**config.mk**
```make
export PLATFORM = sky130hd
export DESIGN_NAME = sound_chip_timer_interrupt_unit
export DESIGN_NICKNAME = d
export VERILOG_FILES = /design/src/rtl/sctiu_pkg.sv /design/src/rtl/sound_chip_timer_interrupt_unit.sv
export SDC_FILE = /design/constraint.sdc
export NUM_CORES = 1
export LEC_CHECK = 0
export ABC_CLOCK_PERIOD_IN_PS = 6940
export BUFFER_PORTS_ARGS = -buffer_cell sky130_fd_sc_hd__buf_2
export CAP_MARGIN = 15
export CORE_MARGIN = 3
export CORE_UTILIZATION = 50
export DETAILED_ROUTE_END_ITERATION = 8
export GPL_ROUTABILITY_DRIVEN = 0
export HOLD_SLACK_MARGIN = 0.06
export PLACE_DENSITY_LB_ADDON = 0.05
export SYNTH_ARGS = -nofsm -noshare
export SYNTH_HDL_FRONTEND = slang
export SYNTH_SLANG_ARGS = --single-unit
```
**constraint.sdc**
```tcl
create_clock -name clk -period 6.94 [get_ports clk]
set_input_delay 0.347 -clock clk [delete_from_list [all_inputs] [get_ports clk]]
set_output_delay 0.347 -clock clk [all_outputs]
set_load 0.05 [all_outputs]
```
**src/rtl/sctiu_pkg.sv**
```systemverilog
`default_nettype none
package sctiu_pkg;

  localparam int NUM_TIMERS    = 3;
  localparam int NUM_SOURCES   = 11;
  localparam int TOP_LEVEL_SRC = 7;

  // Pending bit positions.
  localparam int SOFT_BIT        = 5;
  localparam int TIMER_BIT_BASE  = 6;
  localparam int SAMPLE_DONE_BIT = 10;

  typedef logic [NUM_SOURCES-1:0] pend_t;

  typedef enum logic [2:0] {
    ACT_TICK        = 3'd0,
    ACT_TIMER_WRITE = 3'd1,
    ACT_SOUND_SET   = 3'd2,
    ACT_SOUND_CLEAR = 3'd3,
    ACT_MAIN_SET    = 3'd4,
    ACT_MAIN_CLEAR  = 3'd5
  } action_t;

  typedef enum logic [2:0] {
    CFG_SOUND_ENABLE = 3'd0,
    CFG_MAIN_ENABLE  = 3'd1,
    CFG_LEVEL_BIT0   = 3'd2,
    CFG_LEVEL_BIT1   = 3'd3,
    CFG_LEVEL_BIT2   = 3'd4
  } cfg_index_t;

  typedef struct packed {
    pend_t      sound_pending;
    logic [2:0] sound_level;
    logic       main_request;
  } result_t;

endpackage
`default_nettype wire

```
**src/rtl/sound_chip_timer_interrupt_unit.sv**
```systemverilog
// Three prescaled 8-bit timers feeding a sound-side and a main-side interrupt
// pending set. Each input beat carries an action (tick, timer write, set or
// clear of a pending set) and produces exactly one result beat: the enabled
// sound-side pending bits, the level of the lowest-numbered one, and the
// main-side request line, all as they stand after the action.
// The state update and the result are computed in the cycle of acceptance,
// and the result is registered into the output buffer; the block accepts one
// beat per cycle while in_ready is high, set by the single state update path.
// A two-entry output buffer (result register plus skid register) lets the
// block take a new beat while a finished result waits; in_ready drops only
// when both entries are full, and results leave in order.
// The configuration port writes enable masks and level selects; it must only
// be used while no beat is in flight.
// A synchronous reset clears configuration, timers (prescalers to one),
// both pending sets and the output buffer.
`default_nettype none
module sound_chip_timer_interrupt_unit (
  input  wire logic                     clk,
  input  wire logic                     rst,
  input  wire logic                     in_valid,
  output logic                          in_ready,
  input  wire logic [2:0]               action,
  input  wire logic [1:0]               timer_select,
  input  wire logic [15:0]              write_data,
  output logic                          out_valid,
  input  wire logic                     out_ready,
  output sctiu_pkg::pend_t              sound_pending,
  output logic [2:0]                    sound_level,
  output logic                          main_request,
  input  wire logic                     cfg_we,
  input  wire logic [2:0]               cfg_index,
  input  wire logic [10:0]              cfg_data
);
  import sctiu_pkg::*;

  pend_t      sound_enable_mask;
  pend_t      main_enable_mask;
  logic [7:0] level_bit0_select;
  logic [7:0] level_bit1_select;
  logic [7:0] level_bit2_select;

  logic [7:0] timer_count [NUM_TIMERS];
  logic [7:0] prescale_reload [NUM_TIMERS];
  logic [7:0] prescale_left [NUM_TIMERS];
  pend_t      sound_pending_bits;
  pend_t      main_pending_bits;

  logic [7:0] timer_count_next [NUM_TIMERS];
  logic [7:0] prescale_reload_next [NUM_TIMERS];
  logic [7:0] prescale_left_next [NUM_TIMERS];
  pend_t      sound_pending_bits_next;
  pend_t      main_pending_bits_next;

  result_t    res;
  result_t    out_data;
  result_t    skid_data;
  logic       skid_valid;
  logic       push;
  logic       pop;

  assign in_ready = !skid_valid;
  assign push     = in_valid && in_ready;
  assign pop      = out_valid && out_ready;

  // Next state for one action.
  always_comb begin
    logic [7:0] left_dec;
    logic [7:0] count_inc;
    logic [7:0] step;
    pend_t      timer_wrap;
    timer_wrap = '0;
    step       = 8'(1) << write_data[10:8];
    sound_pending_bits_next = sound_pending_bits;
    main_pending_bits_next  = main_pending_bits;
    for (int t = 0; t < NUM_TIMERS; t++) begin
      timer_count_next[t]     = timer_count[t];
      prescale_reload_next[t] = prescale_reload[t];
      prescale_left_next[t]   = prescale_left[t];
      left_dec  = prescale_left[t] - 8'd1;
      count_inc = timer_count[t] + 8'd1;
      case (action)
        ACT_TICK: begin
          if (left_dec == 8'd0) begin
            prescale_left_next[t] = prescale_reload[t];
            timer_count_next[t]   = count_inc;
            if (count_inc == 8'd0) begin
              timer_wrap[TIMER_BIT_BASE + t] = 1'b1;
            end
          end else begin
            prescale_left_next[t] = left_dec;
          end
        end
        ACT_TIMER_WRITE: begin
          if (timer_select == 2'(t)) begin
            timer_count_next[t] = write_data[7:0];
            // The prescaler restarts only when the division ratio changes.
            if (step != prescale_reload[t]) begin
              prescale_reload_next[t] = step;
              prescale_left_next[t]   = step;
            end
          end
        end
        default: begin
        end
      endcase
    end
    case (action)
      ACT_TICK: begin
        sound_pending_bits_next = sound_pending_bits | timer_wrap;
        sound_pending_bits_next[SAMPLE_DONE_BIT] = 1'b1;
        main_pending_bits_next  = main_pending_bits | timer_wrap;
      end
      ACT_SOUND_SET: begin
        if (write_data[SOFT_BIT]) begin
          sound_pending_bits_next[SOFT_BIT] = 1'b1;
        end
      end
      ACT_SOUND_CLEAR: begin
        sound_pending_bits_next = sound_pending_bits & ~write_data[NUM_SOURCES-1:0];
      end
      ACT_MAIN_SET: begin
        if (write_data[SOFT_BIT]) begin
          main_pending_bits_next[SOFT_BIT] = 1'b1;
        end
      end
      ACT_MAIN_CLEAR: begin
        main_pending_bits_next = main_pending_bits & ~write_data[NUM_SOURCES-1:0];
      end
      default: begin
      end
    endcase
  end

  // Result from the updated state. Sources above seven share seven's level.
  always_comb begin
    pend_t      active;
    logic [2:0] src;
    active = sound_enable_mask & sound_pending_bits_next;
    src    = 3'd0;
    for (int i = NUM_SOURCES - 1; i >= 0; i--) begin
      if (active[i]) begin
        src = (i > TOP_LEVEL_SRC) ? 3'(TOP_LEVEL_SRC) : 3'(i);
      end
    end
    res.sound_pending = active;
    res.sound_level   = (active == '0) ? 3'd0 :
                        {level_bit2_select[src], level_bit1_select[src],
                         level_bit0_select[src]};
    res.main_request  = |(main_enable_mask & main_pending_bits_next);
  end

  always_ff @(posedge clk) begin
    if (rst) begin
      sound_enable_mask  <= '0;
      main_enable_mask   <= '0;
      level_bit0_select  <= '0;
      level_bit1_select  <= '0;
      level_bit2_select  <= '0;
    end else if (cfg_we) begin
      case (cfg_index)
        CFG_SOUND_ENABLE: sound_enable_mask <= cfg_data;
        CFG_MAIN_ENABLE:  main_enable_mask  <= cfg_data;
        CFG_LEVEL_BIT0:   level_bit0_select <= cfg_data[7:0];
        CFG_LEVEL_BIT1:   level_bit1_select <= cfg_data[7:0];
        CFG_LEVEL_BIT2:   level_bit2_select <= cfg_data[7:0];
        default: begin
        end
      endcase
    end
  end

  always_ff @(posedge clk) begin
    if (rst) begin
      for (int t = 0; t < NUM_TIMERS; t++) begin
        timer_count[t]     <= '0;
        prescale_reload[t] <= 8'd1;
        prescale_left[t]   <= 8'd1;
      end
      sound_pending_bits <= '0;
      main_pending_bits  <= '0;
    end else if (push) begin
      timer_count        <= timer_count_next;
      prescale_reload    <= prescale_reload_next;
      prescale_left      <= prescale_left_next;
      sound_pending_bits <= sound_pending_bits_next;
      main_pending_bits  <= main_pending_bits_next;
    end
  end

  // Two-entry output buffer: out_data is the head, skid_data the overflow.
  always_ff @(posedge clk) begin
    if (rst) begin
      out_valid  <= 1'b0;
      skid_valid <= 1'b0;
    end else if (pop) begin
      if (skid_valid) begin
        out_data   <= skid_data;
        skid_valid <= 1'b0;
      end else begin
        out_valid <= push;
        out_data  <= res;
      end
    end else if (push) begin
      if (!out_valid) begin
        out_valid <= 1'b1;
        out_data  <= res;
      end else begin
        skid_valid <= 1'b1;
        skid_data  <= res;
      end
    end
  end

  assign sound_pending = out_data.sound_pending;
  assign sound_level   = out_data.sound_level;
  assign main_request  = out_data.main_request;

endmodule
`default_nettype wire

```
Yosys cells after proc, flatten, opt, wreduce, memory -nomap -nowiden
Index checks and enable logic that the tools add are counted.
Widths: inputs -> output; s select.
- $add $sub $neg: 6
- order comparisons: 1
- equal/unequal tests: 25
- shift operators: 1
- mux-type cells: 63
- bitwise gates (word level): 9
- reductions and logical operators: 35
- operator list (operator ; number):
    $mux 8 ; 15
    $pmux 8 s2 ; 6
    $mux 15 ; 4
    $logic_not 8->1 ; 6
    $and 11x11->11 ; 4
    $pmux 5 s2 ; 4
    $reduce_and 4->1 ; 10
    $mux 3 ; 12
    $add 8x1->8 const B ; 3
    $ne 8x8->1 ; 3
    $sub 8x1->8 const B ; 3
    $ne 2x2->1 const B ; 10
    $mux 1 ; 17
    $reduce_and 2->1 ; 7
    $eq 3x2->1 const B ; 4
    $logic_not 11->1 ; 1
    $not 11->11 ; 1
    $or 11x9->11 ; 1
    $reduce_or 11->1 ; 1
    $or 10x9->10 ; 1
    $bmux 1 s3 ; 3
    $eq 3x3->1 const B ; 3
    $shl 1x3->8 const A ; 1
    $eq 3x1->1 const B ; 2
    other kinds (13) ; 18
- bits in registers: 172
- input port bits: 40
- output and inout port bits: 17

Longest topological paths before layout
- word-level depth: 25
- gate-level depth with buffers: 13

Worst setup path before layout
OpenSTA, ideal clock, no wires.
- path type: reg2reg
- start: register prescale_left[0] in the netlist's numbering
- end: register out_data (netlist bit sound_level[2]), data pin
- arrival: 2.931 ns
- data required time: 6.680 ns
- path slack: 3.749 ns
- stages on the path, launching flop included: 14
- buffers on the path: 1
- cells stage by stage: dfxtp_1 > inv_1 > ha_1 > nor4b_2 > xnor2_1 > a21oi_1 > a2111o_1 > o31ai_2 > or2_0 > a221o_1 > buf_2 > o2111a_1 > o22ai_1 > mux2_2
- RTL lines (element ; line ; source):
    start: declaration ; sound_chip_timer_interrupt_unit.sv:44 ; logic [7:0] prescale_left [NUM_TIMERS];
    start signal: assignment ; sound_chip_timer_interrupt_unit.sv:184 ; prescale_left <= prescale_left_next;
    end signal: assignment ; sound_chip_timer_interrupt_unit.sv:197 ; out_data <= skid_data;
    end signal: assignment ; sound_chip_timer_interrupt_unit.sv:201 ; out_data <= res;
    end signal: assignment ; sound_chip_timer_interrupt_unit.sv:206 ; out_data <= res;
    end: declaration ; sound_chip_timer_interrupt_unit.sv:55 ; result_t out_data;

==> results.md <==
Timing:
- For the finished layout, the period the worst path requires is 4.01 ns.
- Setup repair after global routing left no endpoint under its margin.
- The final count of pins violating max slew is 0.
- The worst setup margin is 2.93 ns.
- The number of hold violations in the final report was 0.
- The period utilization is 0.578.
- The actual slew at the worst max-slew pin is 1.15 ns.
- The final total negative setup slack is 0 ns.
- The final number of setup-violating endpoints is 0.
- The maximum operating frequency is 250 MHz.
- In this run the tightest slew margin relative to its limit is 0.230.
- The setup skew after layout is 0.0117 ns.

Floorplanning:
- The top-level I/O count is 57.
- The core box area is 0.0175 mm^2.
- From bottom edge to top edge, the die measures 140 um.
- The floorplan die width is 140 um.
- The die outline area is 0.0197 mm^2.
- For this configuration, the core starts out at a cell density of 0.516.
- The placement row count is 48.

GRT:
- The first-pass GRT wire length is 38800 um.
- After global routing the overflow that remains totals 0.
- The number of global-route vias before repair is 7165.
- For this run, the total global-route usage over all layers was measured as 0.245.
- Entering global routing, the biggest net connects 64 pins.
- The number of antenna violations at the first check in global routing is 0.

Logic synthesis:
- The top flip-flop cell by instance count after synthesis is dfxtp_1.
- The mapped netlist covers 0.00902 mm^2.
- Synthesis produced a netlist with a net count of 1140.
- In this run, synthesis inferred 30 flip-flops with an integrated enable.
- The share of flip-flops with an asynchronous set or reset is 0.
- Yosys mapped the design onto 69 distinct sky130hd cell types.
- The share of synthesized area occupied by flip-flops and latches is 0.415.
- Synthesis inferred 172 register bits.
- The gate count of the mapped netlist is 1088.
- The post-synthesis average cell area is 8.29 um^2.
- The warning count from the yosys run is 0.

Worst setup path:
- For the worst setup path, the data arrival time is 4.20 ns.
- The startpoint of the most critical setup path is prescale_left[0].
- The slowest stage cell on the critical path is o31ai_2.
- Traced cell by cell, the critical path runs through inv_1, ha_1, nor4b_2, xnor2_1, a21oi_1, a2111o_1, o31ai_2, or2_0, a221o_1, o211a_2, o22ai_1, mux2_2.
- The worst register-to-register path has a depth of 12.
- Data on the critical path is required at its endpoint by 7.13 ns.
- STA classifies the critical path endpoint as a flip-flop.
- The worst register-to-register path has a setup slack of 2.93 ns.
- Of all nets on the critical path, the largest fanout is 12.
- Following the worst setup path forward leads to its endpoint at sound_level[2].
- The end of the worst register-to-register path is sound_level[2].
- In this run the critical register-to-register path is launched from prescale_left[0].
- The kind of start point of the critical path is a flip-flop.
- In this design, the stage delay of the slowest critical-path cell is 0.61 ns.
- The critical path is of the flip-flop to flip-flop type.

Clock tree:
- TritonCTS built the clock tree.
- The master cell of the clock root buffer is clkbuf_16.
- The hold buffer count at CTS is 0.
- The clock reaches the later pin of the worst-skew pair after 0.44 ns.
- The CTS H-tree depth is 4.
- The buffers inserted during post-CTS setup optimization is 0.
- After clock tree synthesis, the clock-pin slew on the worst setup and hold paths is 0.07 ns.
- The number of buffers on the longest clock path is 2.
- The number of gates given a new drive strength after cts is 0.
- Clock tree synthesis inserted a total of 17 buffers.
- The clock net in this run drives a total of 172 sinks.

Layout:
- At the end of the flow the core is filled with cells to 0.573.
- The fraction of layout cells with a size suffix above 1 is 0.118.
- The filler cell count in the final layout is 1646.
- For this run, the post-layout net count is 1158.
- The final instance area is 0.0100 mm^2.
- The layout overhead on the synthesized area is 11.0%.
- 0 antenna diodes ended up in the layout.

Drt:
- In the final routed layout, each cell accounts on average for 18.1 um.
- The number of iterations in the first detailed-routing pass is 5.
- The total vias in the final route is 7938.
- The DRC violation count after routing is 0.
- The number of vias per cell is 5.91.
- The number of DRC markers in iteration 0 is 700.
- For this block, the routed nets add up to 24300 um of wire.
- The antenna violation net count after detailed routing is 0.

Place:
- The worst slack after detailed placement is 2.97 ns.
- Input and output buffers added on the ports amount to 51.
- Once placement finished, the instance area stood at 0.00938 mm^2.
- The half-perimeter wire length after detailed placement is 16600 um.

Hold path:
- The class of the tightest hold or removal check is input port to flip-flop.

Pwr:
- The combinational cell fraction of total power is 0.094.
- The fraction of power consumed by the clock network is 0.433.
- For this design the total switching power over the nets is 630 uW.
- Cell internal power was estimated by the tool at 1580 uW.
- Total power for the finished layout comes to 2210 uW.
- The share of total power dissipated in sequential elements is 0.473.
- The power per cell area is 221 mW/mm^2.
- In this run the static leakage power is 0.00371 uW.
- IR analysis of the VDD net gives a maximum drop of 207 uV.
- Of the total power, the share spent switching nets is 0.286.

Run:
- Max-cap violations in this run came to 0.

Status:
- The flow ran to the end, and the final reports show no timing, DRC or antenna violations.
## synthesized netlist by cell type, types with 13 or more instances
| library cell | instances | share of area |
|---|---|---|
| a21oi_1 | 105 | 0.058 |
| a22oi_1 | 15 | 0.012 |
| a31oi_1 | 20 | 0.014 |
| and3_1 | 13 | 0.0090 |
| clkbuf_1 | 55 | 0.023 |
| dfxtp_1 | 142 | 0.32 |
| edfxtp_1 | 30 | 0.10 |
| inv_1 | 20 | 0.0083 |
| mux2_2 | 13 | 0.016 |
| mux2i_1 | 45 | 0.050 |
| nand2_1 | 201 | 0.084 |
| nand2b_1 | 17 | 0.012 |
| nand3_1 | 26 | 0.014 |
| nor2_1 | 108 | 0.045 |
| nor3_1 | 24 | 0.013 |
| o21ai_0 | 29 | 0.016 |
| o31ai_1 | 17 | 0.014 |
| xnor2_1 | 41 | 0.040 |
## worst min path at each step
stage / slack (ns) / depth (start not counted) / end / start
3_5_place_dp: 0.44 / 2 / main_pending_bits[0] / main_pending_bits[0]
4_1_cts: 0.15 / 2 / skid_valid / out_ready
6_report: 0.17 / 2 / skid_valid / out_ready
2_1_floorplan: 0.43 / 2 / sound_pending_bits[9] / sound_pending_bits[9]
3_3_place_gp: 0.43 / 2 / main_pending_bits[1] / main_pending_bits[1]
5_1_grt: 0.16 / 2 / sound_pending_bits[4] / write_data[4]
## per-stage QoR
step,instances,hold slack (ns)
final,1344,0.168
after global routing,1344,0.162
after CTS,1341,0.147
after detailed placement,1309,0.437
after global placement,1309,0.435
after floorplan,1088,0.427
## cell usage in the layout (no fill, tap or decap), types with 7 or more instances in the layout
| cell | instances |
|---|---|
| a211oi_1 | 7 |
| a21oi_1 | 105 |
| a22oi_1 | 15 |
| a311oi_1 | 10 |
| a31oi_1 | 20 |
| and3_1 | 13 |
| buf_2 | 50 |
| buf_4 | 10 |
| clkbuf_16 | 17 |
| dfxtp_1 | 142 |
| edfxtp_1 | 30 |
| ha_1 | 12 |
| inv_1 | 20 |
| mux2_2 | 13 |
| mux2i_1 | 45 |
| nand2_1 | 201 |
| nand2b_1 | 17 |
| nand3_1 | 26 |
| nand4_1 | 12 |
| nor2_1 | 108 |
| nor2b_1 | 8 |
| nor3_1 | 24 |
| nor4_1 | 7 |
| o21ai_0 | 29 |
| o31ai_1 | 17 |
| or2_2 | 7 |
| xnor2_1 | 41 |
## layout make-up
cell class | count | area [um^2] | area share
timing repair buffer | 62 | 342 | 0.0341
clock inverter | 15 | 176 | 0.0176
clock buffer | 17 | 425 | 0.0425
tap | 225 | 282 | 0.0281
inverter | 20 | 75.1 | 0.00750
multi-input combinational | 833 | 4970 | 0.496
sequential | 172 | 3740 | 0.374
## critical path: cells and delay by family (launching register included)
family | cells | cell delay (ns)
DFF | 1 | 0.34
muxes | 1 | 0.31
adders and majority gates | 1 | 0.22
buffers and inverters | 1 | 0.10
AOI/OAI and AO/OA | 6 | 2.13
xor gates and xnor gates | 1 | 0.16
and+or+nand+nor | 2 | 0.49
## power groups by stage
stage,Sequential [uW],Clock [uW],Combinational [uW]
2_1_floorplan,1080,0,126
3_3_place_gp,1070,0,204
3_5_place_dp,1070,0,205
4_1_cts,1040,975,206
5_1_grt,1050,1020,228
6_report,1040,956,209
## state kept, by name, summed over array words and instances (netlist names)
| name | count |
|---|---|
| main_enable_mask | 11 |
| main_pending_bits | 11 |
| prescale_left | 24 |
| timer_count | 24 |
| sound_pending_bits | 11 |
| skid_valid | 1 |
| prescale_reload | 24 |
| level_bit0_select | 8 |
| sound_level | 3 |
| main_request | 1 |
| level_bit2_select | 8 |
| sound_enable_mask | 11 |
| out_valid | 1 |
| level_bit1_select | 8 |
| skid_data | 15 |
| sound_pending | 11 |
## metal layers
| layer | track usage | routed length [um] |
|---|---|---|
| met5 | 0 | 0 |
| met4 | 0.0673 | 440 |
| met3 | 0.0522 | 1510 |
| met2 | 0.364 | 10500 |
| met1 | 0.362 | 11800 |
## cell families after synthesis
group | Yosys count | share of synthesized area
AND/OR/NAND/NOR | 461 | 0.239
AO/OA/AOI/OAI | 255 | 0.182
flip-flops | 172 | 0.415
buffers and inverters | 83 | 0.0350
multiplexers | 58 | 0.0662
XOR/XNOR | 47 | 0.0456
adder cells (fa/ha/maj) | 12 | 0.0166
Note: power is estimated with default switching activity, not from simulation.
